File: src/hw/rtl/srs_pkg.sv
// shared types, codes and helpers of the selective-repeat sender
package srs_pkg;

  localparam int WINDOW_MAX_DEF = 32;
  localparam int SEQ_BITS_DEF   = 16;

  localparam int REQ_W      = 2;
  localparam int ACK_W      = 16;
  localparam int SEQ_OUT_W  = 16;
  localparam int PAYLOAD_W  = 7;
  localparam int WIN_SIZE_W = 6;
  localparam int TOTAL_W    = 16;
  localparam int TIMER_W    = 8;
  localparam int CFG_IDX_W  = 2;
  localparam int CFG_DATA_W = 16;
  localparam int M26_W      = 5;

  localparam logic [REQ_W-1:0] REQ_ACK  = 2'd0;
  localparam logic [REQ_W-1:0] REQ_SEND = 2'd1;
  localparam logic [REQ_W-1:0] REQ_TICK = 2'd2;

  localparam logic [CFG_IDX_W-1:0] CFG_WIN_SIZE  = 2'd0;
  localparam logic [CFG_IDX_W-1:0] CFG_PKT_TOTAL = 2'd1;
  localparam logic [CFG_IDX_W-1:0] CFG_TIMEOUT   = 2'd2;

  localparam logic [WIN_SIZE_W-1:0] WIN_SIZE_RST  = 6'd1;
  localparam logic [TOTAL_W-1:0]    PKT_TOTAL_RST = 16'd0;
  localparam logic [TIMER_W-1:0]    TIMEOUT_RST   = 8'd10;

  localparam logic [PAYLOAD_W-1:0] CHAR_A   = 7'd65;
  localparam logic [M26_W-1:0]     M26_LAST = 5'd25;

  typedef struct packed {
    logic [WIN_SIZE_W-1:0] win_size;
    logic [TOTAL_W-1:0]    pkt_total;
    logic [TIMER_W-1:0]    timeout;
  } cfg_t;

  typedef struct packed {
    logic                 carries_packet;
    logic [SEQ_OUT_W-1:0] seq_num;
    logic [PAYLOAD_W-1:0] payload;
    logic                 is_retransmission;
    logic                 last;
    logic                 done_res;
  } result_t;

  function automatic logic [M26_W-1:0] inc_m26(input logic [M26_W-1:0] m);
    return (m == M26_LAST) ? '0 : m + M26_W'(1);
  endfunction

  function automatic result_t make_packet(input logic [SEQ_OUT_W-1:0] seq,
                                          input logic [M26_W-1:0] m26,
                                          input logic retx, input logic last,
                                          input logic done);
    result_t r;
    r.carries_packet    = 1'b1;
    r.seq_num           = seq;
    r.payload           = CHAR_A + PAYLOAD_W'(m26);
    r.is_retransmission = retx;
    r.last              = last;
    r.done_res          = done;
    return r;
  endfunction

  function automatic result_t make_status(input logic done);
    result_t r;
    r          = '0;
    r.last     = 1'b1;
    r.done_res = done;
    return r;
  endfunction

endpackage

File: src/hw/rtl/selective_repeat_sender.sv
// selective-repeat arq sender top level with output register
//
// Input items arrive on s_tvalid/s_tready: s_tuser is the request kind
// (ack arrival, send opportunity, timer tick), s_tdata the acked sequence.
// Every item gives one or more results on m_tvalid/m_tready, the final one
// marked by m_tlast; an item that sends nothing gives one status result.
// Configuration (window size, packet total, timeout) is written through
// cfg_valid/cfg_ready/cfg_index/cfg_data; the user must write it only while
// no item is in progress, the block does not enforce it. A send gives at
// most 32 packets, else one status result; an ack outside the window is
// ignored, else the window base slides over the acked slots; a tick walks
// the outstanding slots. The timer ram has one read and one write port, so
// the tick walk covers one slot per cycle. Results leave through a one-deep
// output register; a new item is accepted as soon as the sequencer is idle,
// even while the final result still waits there. A stalled receiver holds
// the walk in place. Reset clears the window, sequence counters and ack flags
// and restores the configuration defaults; it needs no clearing pass.
module selective_repeat_sender #(
  parameter int WINDOW_MAX = srs_pkg::WINDOW_MAX_DEF,
  parameter int SEQ_BITS   = srs_pkg::SEQ_BITS_DEF
) (
  input  logic                           clk,
  input  logic                           rst,
  input  logic                           s_tvalid,
  output logic                           s_tready,
  input  logic [srs_pkg::ACK_W-1:0]      s_tdata,   // ack_num
  input  logic [srs_pkg::REQ_W-1:0]      s_tuser,   // req_type
  output logic                           m_tvalid,
  input  logic                           m_tready,
  output logic [23:0]                    m_tdata,   // seq_num, payload, done_res
  output logic [1:0]                     m_tuser,   // carries_packet, is_retransmission
  output logic                           m_tlast,
  input  logic                           cfg_valid,
  output logic                           cfg_ready,
  input  logic [srs_pkg::CFG_IDX_W-1:0]  cfg_index,
  input  logic [srs_pkg::CFG_DATA_W-1:0] cfg_data
);
  import srs_pkg::*;

  cfg_t    cfg;
  result_t res, out_r;
  logic    idle, emit, out_free;

  srs_cfg u_cfg (
    .clk       (clk),
    .rst       (rst),
    .cfg_valid (cfg_valid),
    .cfg_ready (cfg_ready),
    .cfg_index (cfg_index),
    .cfg_data  (cfg_data),
    .cfg       (cfg)
  );

  srs_ctrl #(.WINDOW_MAX(WINDOW_MAX), .SEQ_BITS(SEQ_BITS)) u_ctrl (
    .clk       (clk),
    .rst       (rst),
    .cfg       (cfg),
    .start     (s_tvalid && s_tready),
    .start_req (s_tuser),
    .start_ack (s_tdata),
    .idle      (idle),
    .out_free  (out_free),
    .emit      (emit),
    .res       (res)
  );

  assign s_tready = idle;
  assign out_free = !m_tvalid || m_tready;

  always_ff @(posedge clk) begin
    if (rst) begin
      m_tvalid <= 1'b0;
    end else if (out_free) begin
      m_tvalid <= emit;
    end
    if (out_free && emit) begin
      out_r <= res;
    end
  end

  assign m_tdata = {out_r.done_res, out_r.payload, out_r.seq_num};
  assign m_tuser = {out_r.is_retransmission, out_r.carries_packet};
  assign m_tlast = out_r.last;

endmodule

File: src/hw/rtl/srs_ram.sv
// generic single-port-write ram with registered read
module srs_ram #(
  parameter int WIDTH = 8,
  parameter int DEPTH = 32,
  parameter int AW    = (DEPTH > 1) ? $clog2(DEPTH) : 1
) (
  input  logic             clk,
  input  logic             we,
  input  logic [AW-1:0]    waddr,
  input  logic [WIDTH-1:0] wdata,
  input  logic             re,
  input  logic [AW-1:0]    raddr,
  output logic [WIDTH-1:0] rdata
);

  logic [WIDTH-1:0] mem [DEPTH];

  always_ff @(posedge clk) begin
    if (we) begin
      mem[waddr] <= wdata;
    end
    if (re) begin
      rdata <= mem[raddr];
    end
  end

endmodule

File: src/hw/rtl/srs_cfg.sv
// configuration registers of the selective-repeat sender
module srs_cfg (
  input  logic                           clk,
  input  logic                           rst,
  input  logic                           cfg_valid,
  output logic                           cfg_ready,
  input  logic [srs_pkg::CFG_IDX_W-1:0]  cfg_index,
  input  logic [srs_pkg::CFG_DATA_W-1:0] cfg_data,
  output srs_pkg::cfg_t                  cfg
);
  import srs_pkg::*;

  assign cfg_ready = 1'b1;

  always_ff @(posedge clk) begin
    if (rst) begin
      cfg.win_size  <= WIN_SIZE_RST;
      cfg.pkt_total <= PKT_TOTAL_RST;
      cfg.timeout   <= TIMEOUT_RST;
    end else if (cfg_valid && cfg_ready) begin
      unique case (cfg_index)
        CFG_WIN_SIZE:  cfg.win_size  <= cfg_data[WIN_SIZE_W-1:0];
        CFG_PKT_TOTAL: cfg.pkt_total <= cfg_data[TOTAL_W-1:0];
        CFG_TIMEOUT:   cfg.timeout   <= cfg_data[TIMER_W-1:0];
        default: ;
      endcase
    end
  end

endmodule

File: src/hw/rtl/srs_ctrl.sv
// window sequencer: send, ack slide and timer walk over the slot timer ram
module srs_ctrl #(
  parameter int WINDOW_MAX = srs_pkg::WINDOW_MAX_DEF,
  parameter int SEQ_BITS   = srs_pkg::SEQ_BITS_DEF
) (
  input  logic                      clk,
  input  logic                      rst,
  input  srs_pkg::cfg_t             cfg,
  input  logic                      start,
  input  logic [srs_pkg::REQ_W-1:0] start_req,
  input  logic [srs_pkg::ACK_W-1:0] start_ack,
  output logic                      idle,
  input  logic                      out_free,
  output logic                      emit,
  output srs_pkg::result_t          res
);
  import srs_pkg::*;

  localparam int SLW = (WINDOW_MAX > 1) ? $clog2(WINDOW_MAX) : 1;
  localparam int CW  = ((SEQ_BITS > SEQ_OUT_W) ? SEQ_BITS : SEQ_OUT_W) + 1;
  localparam int NW  = $clog2(WINDOW_MAX + 1);
  localparam int EWW = (NW > WIN_SIZE_W) ? NW : WIN_SIZE_W;
  localparam logic [CW-1:0]    SEQ_MAX   = {{(CW-SEQ_BITS){1'b0}}, {SEQ_BITS{1'b1}}};
  localparam logic [EWW-1:0]   WM_E      = EWW'(WINDOW_MAX);
  localparam logic [SLW:0]     WM_S      = (SLW+1)'(WINDOW_MAX);
  localparam logic [SLW-1:0]   SLOT_LAST = SLW'(WINDOW_MAX - 1);
  localparam logic [NW-1:0]    CNT_LAST  = NW'(WINDOW_MAX - 1);
  localparam logic [NW-1:0]    CNT_MAX   = NW'(WINDOW_MAX);

  typedef enum logic [2:0] {
    ST_IDLE, ST_DECODE, ST_SLIDE, ST_SEND, ST_TICK, ST_FIN
  } state_t;

  state_t                state;
  logic [REQ_W-1:0]      req_r;
  logic [ACK_W-1:0]      ack_r;
  logic [SEQ_BITS-1:0]   base, next_seq, limit, walk_seq, rd_seq, held_seq;
  logic [SLW-1:0]        base_slot, next_slot, walk_slot, rd_slot;
  logic [M26_W-1:0]      base_m26, next_m26, walk_m26, rd_m26, held_m26;
  logic [NW-1:0]         cnt;
  logic                  rd_valid, held_valid;
  logic [WINDOW_MAX-1:0] slot_acked;

  logic                  ram_we, ram_re;
  logic [SLW-1:0]        ram_waddr, ram_raddr;
  logic [TIMER_W-1:0]    ram_wdata, ram_rdata;

  logic [EWW-1:0]        eff_win;
  logic [CW-1:0]         eff_tot, tot_ext, base_ext, win_end, ack_ext, ack_diff;
  logic [SLW:0]          ack_sum;
  logic [SLW-1:0]        ack_slot;
  logic                  in_win, done, send_ok, send_last, walk_more;
  logic                  rd_acked, expire, stall;
  logic [TIMER_W:0]      t_inc;

  function automatic logic [SLW-1:0] inc_slot(input logic [SLW-1:0] s);
    return (s == SLOT_LAST) ? '0 : s + SLW'(1);
  endfunction

  function automatic logic [SEQ_OUT_W-1:0] seq_out(input logic [SEQ_BITS-1:0] s);
    logic [CW-1:0] w;
    w = CW'(s);
    return w[SEQ_OUT_W-1:0];
  endfunction

  srs_ram #(.WIDTH(TIMER_W), .DEPTH(WINDOW_MAX)) u_timer_ram (
    .clk   (clk),
    .we    (ram_we),
    .waddr (ram_waddr),
    .wdata (ram_wdata),
    .re    (ram_re),
    .raddr (ram_raddr),
    .rdata (ram_rdata)
  );

  assign eff_win  = (EWW'(cfg.win_size) > WM_E) ? WM_E : EWW'(cfg.win_size);
  assign tot_ext  = CW'(cfg.pkt_total);
  assign eff_tot  = (tot_ext > SEQ_MAX) ? SEQ_MAX : tot_ext;
  assign base_ext = CW'(base);
  assign win_end  = base_ext + CW'(eff_win);
  assign ack_ext  = CW'(ack_r);
  assign in_win   = (ack_ext >= base_ext) && (ack_ext < win_end) && (ack_ext < eff_tot);
  assign ack_diff = ack_ext - base_ext;
  assign ack_sum  = {1'b0, base_slot} + {1'b0, ack_diff[SLW-1:0]};
  assign ack_slot = (ack_sum >= WM_S) ? SLW'(ack_sum - WM_S) : ack_sum[SLW-1:0];
  assign done     = base_ext >= eff_tot;

  assign send_ok   = (next_seq < limit) && (cnt < CNT_MAX);
  assign send_last = ((next_seq + SEQ_BITS'(1)) == limit) || (cnt == CNT_LAST);
  assign walk_more = walk_seq < limit;
  assign rd_acked  = slot_acked[rd_slot];
  assign t_inc     = {1'b0, ram_rdata} + (TIMER_W+1)'(1);
  assign expire    = t_inc >= {1'b0, cfg.timeout};
  assign stall     = rd_valid && !rd_acked && expire && held_valid && !out_free;
  assign idle      = (state == ST_IDLE);

  always_comb begin
    emit      = 1'b0;
    res       = make_status(done);
    ram_we    = 1'b0;
    ram_waddr = next_slot;
    ram_wdata = '0;
    ram_re    = 1'b0;
    ram_raddr = walk_slot;
    unique case (state)
      ST_SEND: begin
        if (out_free) begin
          emit = 1'b1;
          if (send_ok) begin
            res    = make_packet(seq_out(next_seq), next_m26, 1'b0, send_last, done);
            ram_we = 1'b1;
          end
        end
      end
      ST_TICK: begin
        if (!stall) begin
          if (rd_valid && !rd_acked) begin
            ram_we    = 1'b1;
            ram_waddr = rd_slot;
            ram_wdata = expire ? '0 : t_inc[TIMER_W-1:0];
            if (expire && held_valid) begin
              emit = 1'b1;
              res  = make_packet(seq_out(held_seq), held_m26, 1'b1, 1'b0, done);
            end
          end
          ram_re = walk_more;
        end
      end
      ST_FIN: begin
        if (out_free) begin
          emit = 1'b1;
          if (held_valid) begin
            res = make_packet(seq_out(held_seq), held_m26, 1'b1, 1'b1, done);
          end
        end
      end
      default: ;
    endcase
  end

  always_ff @(posedge clk) begin
    if (rst) begin
      state      <= ST_IDLE;
      base       <= '0;
      base_slot  <= '0;
      base_m26   <= '0;
      next_seq   <= '0;
      next_slot  <= '0;
      next_m26   <= '0;
      slot_acked <= '0;
      rd_valid   <= 1'b0;
      held_valid <= 1'b0;
    end else begin
      unique case (state)
        ST_IDLE: begin
          if (start) begin
            req_r <= start_req;
            ack_r <= start_ack;
            state <= ST_DECODE;
          end
        end
        ST_DECODE: begin
          unique case (req_r)
            REQ_ACK: begin
              if (in_win) begin
                slot_acked[ack_slot] <= 1'b1;
                state                <= ST_SLIDE;
              end else begin
                state <= ST_FIN;
              end
            end
            REQ_SEND: begin
              limit <= (win_end < eff_tot) ? SEQ_BITS'(win_end) : SEQ_BITS'(eff_tot);
              cnt   <= '0;
              state <= ST_SEND;
            end
            REQ_TICK: begin
              limit     <= (CW'(next_seq) < win_end) ? next_seq : SEQ_BITS'(win_end);
              walk_seq  <= base;
              walk_slot <= base_slot;
              walk_m26  <= base_m26;
              state     <= ST_TICK;
            end
            default: state <= ST_FIN;
          endcase
        end
        ST_SLIDE: begin
          if (!done && slot_acked[base_slot]) begin
            slot_acked[base_slot] <= 1'b0;
            base                  <= base + SEQ_BITS'(1);
            base_slot             <= inc_slot(base_slot);
            base_m26              <= inc_m26(base_m26);
          end else begin
            state <= ST_FIN;
          end
        end
        ST_SEND: begin
          if (out_free) begin
            if (send_ok) begin
              next_seq  <= next_seq + SEQ_BITS'(1);
              next_slot <= inc_slot(next_slot);
              next_m26  <= inc_m26(next_m26);
              cnt       <= cnt + NW'(1);
              if (send_last) begin
                state <= ST_IDLE;
              end
            end else begin
              state <= ST_IDLE;
            end
          end
        end
        ST_TICK: begin
          if (!stall) begin
            if (rd_valid && !rd_acked && expire) begin
              held_valid <= 1'b1;
              held_seq   <= rd_seq;
              held_m26   <= rd_m26;
            end
            if (walk_more) begin
              rd_valid  <= 1'b1;
              rd_seq    <= walk_seq;
              rd_slot   <= walk_slot;
              rd_m26    <= walk_m26;
              walk_seq  <= walk_seq + SEQ_BITS'(1);
              walk_slot <= inc_slot(walk_slot);
              walk_m26  <= inc_m26(walk_m26);
            end else begin
              rd_valid <= 1'b0;
              if (!rd_valid) begin
                state <= ST_FIN;
              end
            end
          end
        end
        ST_FIN: begin
          if (out_free) begin
            held_valid <= 1'b0;
            state      <= ST_IDLE;
          end
        end
        default: state <= ST_IDLE;
      endcase
    end
  end

  a_emit_free: assert property (@(posedge clk) disable iff (rst)
    emit |-> out_free) else $error("result emitted into a full output stage");

  a_rd_tick: assert property (@(posedge clk) disable iff (rst)
    (state != ST_TICK) |-> !rd_valid) else $error("timer read in flight outside tick walk");

  a_held: assert property (@(posedge clk) disable iff (rst)
    held_valid |-> (state == ST_TICK || state == ST_FIN))
    else $error("held retransmission outside tick walk");

  a_last_idle: assert property (@(posedge clk) disable iff (rst)
    (emit && res.last) |=> (state == ST_IDLE)) else $error("item not finished after last");

  a_ram_hazard: assert property (@(posedge clk) disable iff (rst)
    (ram_we && ram_re) |-> (ram_waddr != ram_raddr))
    else $error("timer read and write hit the same slot");

endmodule
File: config.mk
export PLATFORM = sky130hd
export DESIGN_NAME = selective_repeat_sender
export DESIGN_NICKNAME = d
export VERILOG_FILES = /design/src/hw/rtl/srs_pkg.sv /design/src/hw/rtl/selective_repeat_sender.sv /design/src/hw/rtl/srs_ram.sv /design/src/hw/rtl/srs_cfg.sv /design/src/hw/rtl/srs_ctrl.sv
export SDC_FILE = /design/constraint.sdc
export NUM_CORES = 1
export LEC_CHECK = 0
export BUFFER_PORTS_ARGS = -buffer_cell sky130_fd_sc_hd__buf_2
export CORE_MARGIN = 2
export CORE_UTILIZATION = 50
export CTS_CLUSTER_DIAMETER = 30
export DETAILED_ROUTE_END_ITERATION = 6
export HOLD_SLACK_MARGIN = 0.08
export PLACE_DENSITY = 0.67
export SLEW_MARGIN = 20
export SYNTH_ARGS = -nofsm -noshare
export SYNTH_HDL_FRONTEND = slang
export SYNTH_HIERARCHICAL = 1
export SYNTH_SLANG_ARGS = --single-unit
File: constraint.sdc
create_clock -name clk -period 6.5 [get_ports clk]
set_input_delay 0.65 -clock clk [delete_from_list [all_inputs] [get_ports clk]]
set_output_delay 0.65 -clock clk [all_outputs]
set_load 0.02 [all_outputs]
==> flow_metrics.env, run 1 <==
export IMPL_status="finished clean"
export IMPL_antenna_found_initial=0
export IMPL_crit_chain="nor2b_1 > ha_1 > a21o_1 > a21oi_1 > o21ai_0 > a21oi_1 > nor2_1 > xnor2_1 > ha_1 > o211a_1 > o2111ai_1 > a31oi_1 > or3_1 > mux2i_1 > o221a_2"
export IMPL_ys_types=84
export IMPL_seqCellArea_um2=14500
export IMPL_rsz0062_at_grt="no"
export IMPL_postCtsHoldBufs=0
export IMPL_cts_resized_gates=0
export IMPL_antenna_left=0
export IMPL_portBuffers=69
export IMPL_wl_met3_mm=4.73
export IMPL_synth_edf_count=404
export IMPL_synth_top_area_share_pct=45.8
export IMPL_vias=17700
export IMPL_highest_layer="met4"
export IMPL_startpoint_type="flop"
export IMPL_synth_top_area_cell="edfxtp_1"
export IMPL_synth_fp_nets=2272
export IMPL_slew_viol_final=0
export IMPL_crit_path_max_fanout=16
export IMPL_place_area_um2=27500
export IMPL_pre_cts_ws_ns=1.76
export IMPL_p_leak_nw=11.8
export IMPL_cts_made_buffers=105
export IMPL_gp_congestion=0.925
export IMPL_p_total_mw=9.87
export IMPL_num_antenna_cells=0
export IMPL_avgRoutedWirePerCell_um=23.1
export IMPL_yosys_cell_count_top_type="edfxtp_1"
export IMPL_hold_viol=0
export IMPL_drt_initial_drc_count=1687
export IMPL_worstPathArrival_ns=5.18
export IMPL_irDropWorstVdd_v=0.000280
export IMPL_dr_pass1_iters=7
export IMPL_cts_num_sinks=524
export IMPL_required_ns=6.88
export IMPL_regToRegStartpoint="u_cfg/cfg[29]$_SDFFE_PP0P_"
export IMPL_core_area_um2=52400
export IMPL_post_cts_buffers=0
export IMPL_slowest_delay_ns=0.79
export IMPL_rows=84
export IMPL_wl_met1_mm=29.1
export IMPL_fin_worst_skew_ns=0.0486
export IMPL_drc_errors=0
export IMPL_dp_hpwl_mm=46.6
export IMPL_cp_slowest_cell="or3_1"
export IMPL_worstMarginPinSlew_ns=1.05
export IMPL_power_density_nw_per_um2=319
export IMPL_fin_nets=2375
export IMPL_area_growth_synth_to_final_pct=16.9
export IMPL_synth_common_cells="404 x edfxtp_1, 166 x ha_1, 140 x nor2_1, 120 x dfxtp_1, 102 x inv_1"
export IMPL_fin_crit_ns=4.80
export IMPL_r2r_slack_ns=1.70
export IMPL_tns_ns=0
export IMPL_design_area_um2=31000
export IMPL_syn_inst=2062
export IMPL_multi_input_comb_area_um2=11200
export IMPL_async_flop_share_pct=0
export IMPL_via_per_inst=6.01
export IMPL_fin_crit_sh_pct=73.8
export IMPL_cts_htree_levels=3
export IMPL_grt_total_usage_pct=25.2
export IMPL_critPathKind="reg -> reg"
export IMPL_synth_area_top_cells="edfxtp_1 46%, dfxtp_1 9.1%, ha_1 7.8%"
export IMPL_dieArea_um2=54800
export IMPL_setup_viol=0
export IMPL_grt_max_degree=84
export IMPL_clkTransAtPathRegs_ns=0.05
export IMPL_synth_ff_type="edfxtp_1"
export IMPL_cap_violations=0
export IMPL_die_width_um=234
export IMPL_fmax_ghz=0.208
export IMPL_fin_ws_ns=1.70
export IMPL_synth_avg_cell_area_um2=12.8
export IMPL_end_kind="flop"
export IMPL_yosysSeqAreaShare_pct=54.9
export IMPL_holdPathStages=1
export IMPL_min_from="s_tdata[15]"
export IMPL_cts_buffer_depth=3
export IMPL_clock_latency_ns=0.66
export IMPL_yosys_warnings=6
export IMPL_dieHeight_um=234
export IMPL_io_pins=71
export IMPL_reg2reg_to="u_ctrl/limit[5]$_DFFE_PP_"
export IMPL_worst_r2r_path_depth=15
export IMPL_cts_tree="yes"
export IMPL_whs_endpoint="u_ctrl/ack_r[15]$_DFFE_PP_"
export IMPL_wl_met2_mm=32.0
export IMPL_grt_pass1_vias=17800
export IMPL_drive_gt1_share_pct=18.7
export IMPL_synth_area_um2=26500
export IMPL_min_path_type="in -> reg"
export IMPL_grt_pass1_wl_mm=104
export IMPL_synth_seq_cells=524
export IMPL_wirelength_mm=67.9
export IMPL_fill_cells=4083
export IMPL_start_util_pct=50.5
export IMPL_grt_overflow=0
export IMPL_cts_root_buf="clkbuf_16"
export IMPL_slew_headroom_pct=29.7
-- state kept, by name, indices dropped and copies added (netlist names), 24 cells and up --
name,flops
u_ctrl/slot_acked,32
u_ctrl/u_timer_ram/mem,256
u_cfg/cfg,30
m_tdata,24
-- metal layers --
| layer | vias up | global-route usage, % |
|---|---|---|
| met5 | - | 0 |
| met4 | 0 | 9.51 |
| met3 | 129 | 4.80 |
| met2 | 721 | 40.1 |
| met1 | 8764 | 34.3 |
| li1 | 8092 | - |
-- worst max-delay path, delay by kind of cell, from the launching register on --
| family | cells | cell delay (ns) |
|---|---|---|
| multiplexers | 1 | 0.24 |
| AO/OA/AOI/OAI | 8 | 1.69 |
| flip-flops | 1 | 0.36 |
| adder cells (fa/ha/maj) | 2 | 0.63 |
| XOR/XNOR | 1 | 0.50 |
| AND/OR/NAND/NOR | 3 | 1.10 |
-- per-stage QoR --
step	hold slack, ns	cells	utilization [%]
3_3_place_gp	0.401	2746	52.4
4_1_cts	0.128	2944	59.0
6_report	0.157	2944	59.0
5_1_grt	0.139	2944	59.0
2_1_floorplan	0.400	2062	-
3_5_place_dp	0.405	2746	52.4
-- logic make-up (layout without fill, tap and decap cells) --
group	after synthesis	count (layout)	share of synthesized area, %
and+or+nand+nor	539	539	10.6
DFF	524	524	54.9
AOI/OAI and AO/OA	359	359	8.90
buffers and inverters	202	396	3.25
adders and majority gates	169	169	8.07
muxes	168	168	11.0
xor gates and xnor gates	100	100	3.31
other	1	1	0.0142
-- layout make-up --
type                       instances  area share (%)
inverter                         104            1.26
tap                              688            2.78
sequential                       524            46.9
timing repair buffer              94            1.73
multi-input combinational       1336            36.0
clock inverter                    74            2.17
clock buffer                     124            9.08
-- placed cells by master (no fill, tap or decap), types with 18 or more instances in the layout --
cell          n
nand2_1      98
o21ai_0      95
nor2_1      137
and3_1       19
buf_4        26
inv_1       102
nand3_1      48
xnor2_1      63
nand2b_1     55
clkinvlp_4   21
mux2_2       18
clkinv_2     20
nand4_1      45
dfxtp_1     120
xor2_1       37
a21oi_1      78
mux4_2       90
o211ai_1     39
a22o_1       20
nor3_1       29
clkbuf_16   108
a21o_1       35
edfxtp_1    404
ha_1        166
mux2i_1      54
buf_2        68
-- where the power goes --
group,leakage (nW),internal (mW),switching [mW]
combinational,4.91,0.340,0.547
sequential,5.22,3.73,0.117
clock,1.66,3.29,1.85
total,11.8,7.36,2.52
-- how the worst max path moves through the flow --
stage / startpoint / to / slack (ns) / cells after the start
floorplan: u_ctrl/u_timer_ram/rdata[0]$_DFFE_PP_ / u_ctrl/ram_raddr[0]$_DFFE_PP_ / 1.88 / 10
global placement: u_cfg/cfg[29]$_SDFFE_PP0P_ / u_ctrl/limit[6]$_DFFE_PP_ / 1.85 / 20
detailed placement: u_ctrl/next_seq[11]$_SDFFE_PP0P_ / u_ctrl/u_timer_ram/mem[14][6]$_DFFE_PP_ / 1.76 / 9
CTS: u_ctrl/next_seq[11]$_SDFFE_PP0P_ / u_ctrl/u_timer_ram/mem[14][7]$_DFFE_PP_ / 1.76 / 9
global route: u_cfg/cfg[29]$_SDFFE_PP0P_ / u_ctrl/limit[3]$_DFFE_PP_ / 1.27 / 17
finish: u_cfg/cfg[29]$_SDFFE_PP0P_ / u_ctrl/limit[5]$_DFFE_PP_ / 1.70 / 15
No activity file was read; power rests on OpenSTA's default activity.
==> run 2, diff against run 1 <==
- clock period: 6.5 -> 4.61 ns (I/O delays scaled with it)
==> run 2 against run 1 <==
  * The flow now finishes with violations (DRC)
  * Wire length up 0.38%
  * Clock skew increased by 0.0058 ns
  * Sequential share of layout area decreased by 1.6 points
  * Clock power up 51%
  * Largest power group unchanged
  * Die area unchanged
  * Combinational power increased by 45%
  * Final cell count grew 3.1%
==> flow_metrics.env, run 2 (synthesized netlist as in run 1, its figures left out) <==
export IMPL_start_util_pct=50.5
export IMPL_tns_ns=0
export IMPL_rows=84
export IMPL_seqPwrFrac_pct=37.5
export IMPL_worstPathArrival_ns=4.86
export IMPL_cts_tree="yes"
export IMPL_clockPowerShare_pct=53.6
export IMPL_crit_path_max_fanout=7
export IMPL_final_cell_mix="404 x edfxtp_1, 166 x ha_1, 135 x nor2_1"
export IMPL_area_growth_synth_to_final_pct=21.0
export IMPL_failed_checks="DRC"
export IMPL_drive_gt1_share_pct=21.2
export IMPL_worstMarginPinSlew_ns=1.02
export IMPL_cts_htree_levels=3
export IMPL_finalCoreUtilization_pct=61.1
export IMPL_antenna_left=0
export IMPL_holdPathStages=3
export IMPL_reg_top3="u_ctrl/u_timer_ram/mem (256), u_ctrl/slot_acked (32), u_cfg/cfg (30)"
export IMPL_grt_overflow=0
export IMPL_internal_power_mw=10.9
export IMPL_cts_made_buffers=103
export IMPL_via_per_inst=5.94
export IMPL_setup_viol=0
export IMPL_place_area_um2=28000
export IMPL_irDropWorstVdd_v=0.000338
export IMPL_startpoint="u_cfg/cfg[29]$_SDFFE_PP0P_"
export IMPL_grt_max_degree=89
export IMPL_largest_reg_flops=256
export IMPL_dieHeight_um=234
export IMPL_min_from="cfg_data[10]"
export IMPL_drc_errors=3
export IMPL_startpoint_type="flop"
export IMPL_antenna_found_initial=0
export IMPL_dp_hpwl_mm=46.5
export IMPL_clkTransAtPathRegs_ns=0.05
export IMPL_clock_latency_ns=0.67
export IMPL_power_density_nw_per_um2=451
export IMPL_regToRegStartpoint="u_cfg/cfg[29]$_SDFFE_PP0P_"
export IMPL_power_frac_comb_pct=8.9
export IMPL_min_path_type="in -> reg"
export IMPL_cts_root_buf="clkbuf_16"
export IMPL_required_ns=5.08
export IMPL_grt_pass1_vias=18000
export IMPL_wirelength_mm=68.1
export IMPL_hold_viol=0
export IMPL_r2r_slack_ns=0.23
export IMPL_drt_initial_drc_count=1533
export IMPL_vias=18000
export IMPL_reg2reg_to="u_ctrl/state[0]$_SDFFE_PP0P_"
export IMPL_whs_endpoint="u_cfg/cfg[18]$_SDFFE_PP0P_"
export IMPL_grt_total_usage_pct=25.3
export IMPL_die_width_um=234
export IMPL_core_area_um2=52400
export IMPL_slew_headroom_pct=32.3
export IMPL_layout_commonest_cell="edfxtp_1"
export IMPL_p_leak_nw=12.4
export IMPL_num_antenna_cells=0
export IMPL_dieArea_um2=54800
export IMPL_design_area_um2=32100
export IMPL_grt_pass1_wl_mm=105
export IMPL_p_sw_share_pct=25.0
export IMPL_fmax_ghz=0.228
export IMPL_worst_r2r_path_depth=20
export IMPL_top_register="u_ctrl/u_timer_ram/mem"
export IMPL_cts_buffer_depth=3
export IMPL_fin_worst_skew_ns=0.0545
export IMPL_dr_pass1_iters=7
export IMPL_io_pins=71
export IMPL_rsz0062_at_grt="yes"
export IMPL_fin_crit_sh_pct=95.1
export IMPL_fin_nets=2468
export IMPL_fin_crit_ns=4.38
export IMPL_avgRoutedWirePerCell_um=22.4
export IMPL_end_kind="flop"
export IMPL_p_sw_mw=3.61
export IMPL_slew_viol_final=0
export IMPL_cts_num_sinks=524
export IMPL_cap_violations=0
export IMPL_gp_congestion=0.923
export IMPL_portBuffers=69
export IMPL_critPathKind="reg -> reg"
export IMPL_status="complete, but fails checks"
-- run 2: worst max-delay path by stage --
stage,to,cells past startpoint
floorplan,u_ctrl/limit[14]$_DFFE_PP_,22
global placement,u_ctrl/limit[14]$_DFFE_PP_,19
detailed placement,u_ctrl/slot_acked[20]$_SDFFE_PP0P_,20
CTS,u_ctrl/state[0]$_SDFFE_PP0P_,20
global route,u_ctrl/limit[1]$_DFFE_PP_,21
finish,u_ctrl/state[0]$_SDFFE_PP0P_,20
-- run 2: power by group through the flow --
stage | clock network (mW) | registers [mW] | logic, mW
2_1_floorplan | 0 | 5.45 | 0.895
3_3_place_gp | 0 | 5.50 | 1.20
3_5_place_dp | 0 | 5.50 | 1.24
4_1_cts | 7.85 | 5.42 | 1.27
5_1_grt | 8.09 | 5.43 | 1.42
6_report | 7.75 | 5.42 | 1.29
-- run 2: through the flow --
step	hold slack, ns	setup WS (ns)	cells	total power [mW]
CTS	0.0804	0.0820	3033	14.5
detailed placement	0.405	0.0314	2812	6.75
global route	0.115	-0.00989	3035	14.9
global placement	0.401	0.169	2812	6.71
floorplan	0.400	0.527	2062	6.34
finish	0.0993	0.226	3035	14.5
-- run 2: final cells by class --
| class | count | area, um^2 |
|---|---|---|
| clock buffers | 120 | 2680 |
| repair buffers | 189 | 1350 |
| flip-flops and latches | 524 | 14500 |
| fillers | 3930 | 20400 |
| clock inverters | 74 | 1020 |
| multi-input cells | 1336 | 11200 |
| well taps | 688 | 861 |
| inverters | 104 | 390 |
-- run 2: routing by layer --
metal	wire, um	global-route usage (%)	part of all wire, %	vias to the layer above
met4	1950	8.68	2.9	0
met5	0	0	0	-
met2	31400	39.1	46	666
met1	29700	35.3	44	8958
li1	-	-	-	8269
met3	5010	5.70	7.3	132
-- run 2: critical path, stage by stage (launching register included) --
cell	delay, ns
dfxtp_1	0.36
nor2b_1	0.15
ha_1	0.18
inv_1	0.06
fa_1	0.41
nor2b_1	0.18
o31a_1	0.23
o21ai_1	0.15
or2_2	0.36
xnor2_2	0.20
buf_4	0.16
inv_1	0.05
ha_1	0.29
a21o_1	0.17
a21oi_1	0.18
o211ai_1	0.11
a21oi_1	0.17
nor2_2	0.11
o31a_1	0.38
o31ai_2	0.19
a31oi_1	0.10
-- run 2: repair_timing --
| item | 4_1_cts | 5_1_grt |
|---|---|---|
| pin swaps | 0 | 2 |
| endpoints found under the setup margin | 7 | 51 |
| hold buffers | 27 | 0 |
| resized for setup | 3 | 14 |
| hold endpoints to repair | 28 | 0 |
| setup buffers | 0 | 2 |
==> run 3, diff against run 2 <==
- ABC_AREA: default -> 1
- TNS_END_PERCENT: default -> 50
==> run 3 against run 2 <==
  * The flow now finishes without violations
  * Clock skew is 0.0060 ns higher
  * Total power is 6.3% higher
  * Hold slack better by 0.012 ns
  * Area after synthesis is 6.4% higher
  * Sequential power is 0.7% lower
  * First-iteration DRC count is 54% higher
  * Clock power is 7.1% higher
  * Wire length is 19% higher
  * Global-route usage is 2.3 points higher
  * Register-to-register slack better by 0.02 ns
  * Sequential cell count stayed put
  * Core utilization is 1.0 points lower
  * Critical endpoint is now u_ctrl/limit[11]$_DFFE_PP_
  * Largest cell class unchanged
  * Largest power group unchanged
  * Highest routed layer unchanged
==> flow_metrics.env, run 3 <==
export IMPL_synth_seq_cells=524
export IMPL_multi_input_comb_area_um2=11800
export IMPL_fill_cells=4743
export IMPL_cts_buffer_depth=3
export IMPL_core_area_um2=56100
export IMPL_syn_inst=3164
export IMPL_startpoint_type="flop"
export IMPL_place_area_um2=29200
export IMPL_grt_pass1_wl_mm=125
export IMPL_slew_headroom_pct=29.1
export IMPL_antenna_found_initial=0
export IMPL_end_kind="flop"
export IMPL_grt_total_usage_pct=27.6
export IMPL_gp_congestion=0.937
export IMPL_top_register="u_ctrl/u_timer_ram/mem"
export IMPL_path_buf_inv=7
export IMPL_rows=87
export IMPL_largest_reg_flops=256
export IMPL_cts_root_buf="clkbuf_16"
export IMPL_reg_top3="u_ctrl/u_timer_ram/mem (256), u_ctrl/slot_acked (32), u_cfg/cfg (30)"
export IMPL_io_pins=71
export IMPL_grt_pass1_vias=22900
export IMPL_clock_latency_ns=0.68
export IMPL_critPathKind="reg -> reg"
export IMPL_cts_htree_levels=3
export IMPL_slew_viol_final=0
export IMPL_yosys_cell_count_top_type="nand2_1"
export IMPL_crit_path_max_fanout=7
export IMPL_tns_ns=0
export IMPL_drive_gt1_share_pct=12.3
export IMPL_status="finished clean"
export IMPL_worstPathArrival_ns=4.74
export IMPL_antenna_left=0
export IMPL_rsz0062_at_grt="yes"
export IMPL_hold_viol=0
export IMPL_synth_ff_type="edfxtp_1"
export IMPL_min_path_type="in -> reg"
export IMPL_layout_commonest_cell="nand2_1"
export IMPL_ys_types=59
export IMPL_die_width_um=241
export IMPL_dieArea_um2=58300
export IMPL_area_growth_synth_to_final_pct=19.6
export IMPL_yosys_warnings=6
export IMPL_grt_overflow=0
export IMPL_fin_worst_skew_ns=0.0604
export IMPL_synth_area_top_cells="edfxtp_1 43%, nand2_1 10%, dfxtp_1 8.5%"
export IMPL_drt_initial_drc_count=2364
export IMPL_irDropWorstVdd_v=0.000570
export IMPL_fin_crit_sh_pct=94.7
export IMPL_synth_top_area_cell="edfxtp_1"
export IMPL_synth_fp_nets=3374
export IMPL_dp_hpwl_mm=54.2
export IMPL_p_leak_nw=13.5
export IMPL_dieHeight_um=241
export IMPL_async_flop_share_pct=0
export IMPL_path_common_cell="inv_1"
export IMPL_synth_common_cells="787 x nand2_1, 404 x edfxtp_1, 353 x nand3_1, 293 x inv_1, 225 x nor2_1"
export IMPL_drc_errors=0
export IMPL_synth_avg_cell_area_um2=8.91
export IMPL_cts_made_buffers=109
export IMPL_start_util_pct=50.3
export IMPL_portBuffers=69
export IMPL_seqCellArea_um2=14500
export IMPL_synth_edf_count=404
export IMPL_crit_family="simple AND/OR/NAND/NOR gates"
export IMPL_fmax_ghz=0.229
export IMPL_synth_area_um2=28200
export IMPL_worstMarginPinSlew_ns=1.06
export IMPL_via_per_inst=5.64
export IMPL_synth_top_area_share_pct=43.1
export IMPL_yosysSeqAreaShare_pct=51.6
export IMPL_required_ns=4.99
export IMPL_power_density_nw_per_um2=456
export IMPL_grt_max_degree=98
export IMPL_wirelength_mm=80.8
export IMPL_setup_viol=0
export IMPL_clkTransAtPathRegs_ns=0.05
export IMPL_fin_crit_ns=4.37
export IMPL_fin_nets=3536
export IMPL_vias=23600
export IMPL_cap_violations=0
export IMPL_slowest_delay_ns=0.40
export IMPL_design_area_um2=33700
export IMPL_cp_slowest_cell="fa_1"
export IMPL_num_antenna_cells=0
export IMPL_avgRoutedWirePerCell_um=19.3
export IMPL_dr_pass1_iters=6
export IMPL_final_cell_mix="786 x nand2_1, 404 x edfxtp_1, 352 x nand3_1"
export IMPL_cts_tree="yes"
export IMPL_cts_num_sinks=524
-- run 3: kinds of logic after synthesis --
| group | count (synthesis) | share of synthesized area (%) |
|---|---|---|
| adder cells (fa/ha/maj) | 169 | 7.58 |
| flip-flops | 524 | 51.6 |
| AND/OR/NAND/NOR | 1486 | 22.6 |
| AO/OA/AOI/OAI | 498 | 9.48 |
| XOR/XNOR | 50 | 1.71 |
| buffers and inverters | 436 | 7.06 |
| other | 1 | 0.0133 |
-- run 3: stage by stage --
step	util, %	hold slack (ns)	setup slack [ns]	total power [mW]	cells
floorplan	-	0.400	0.511	6.58	3164
global placement	52.1	0.403	0.170	7.00	3929
detailed placement	52.1	0.405	0.0708	7.05	3929
CTS	59.7	0.0849	0.0242	15.4	4168
global route	60.1	0.0964	-0.0645	15.9	4179
finish	60.1	0.111	0.243	15.4	4179
-- run 3: final timing paths --
path / startpoint / to / slack (ns) / cells after the start
worst min register to register: u_ctrl/rd_seq[14]$_DFFE_PP_ / u_ctrl/held_seq[14]$_DFFE_PP_ / 0.39 / 0
worst max register to register: u_cfg/cfg[27]$_SDFFE_PP0P_ / u_ctrl/limit[11]$_DFFE_PP_ / 0.24 / 27
worst min-delay path: cfg_data[3] / u_cfg/cfg[11]$_SDFFE_PP0P_ / 0.11 / 3
worst max-delay path: u_cfg/cfg[27]$_SDFFE_PP0P_ / u_ctrl/limit[11]$_DFFE_PP_ / 0.24 / 27
-- run 3: per-layer routing --
layer	wire, um	GRT usage, %	up-vias
met3	5990	4.98	210
met4	3200	12.1	0
met2	38500	46.0	1058
li1	-	-	11200
met1	33100	35.3	11100
met5	0	0	-
-- run 3: timing repair --
item,CTS,global route
endpoints found under the hold margin,34,0
gates resized for setup,0,39
setup buffers,0,7
hold buffers,31,0
setup endpoints to repair,0,226
-- run 3: worst min-delay path, delay by kind of cell --
kind / cells / cell delay, ns
buffers and inverters: 1 / 0.12
AND/OR/NAND/NOR: 2 / 0.14
-- run 3: cell type report --
type	count	area share (%)
well taps	756	2.81
clock buffers	122	8.43
multi-input cells	2208	35.1
repair buffers	177	3.72
flip-flops and latches	524	43.1
clock inverters	86	3.36
inverters	306	3.42
-- run 3: report_power, final --
group          internal (mW)  total, mW  switching, mW
Clock                   5.63       8.30           2.67
Sequential              5.24       5.38          0.135
Combinational          0.536       1.71           1.17
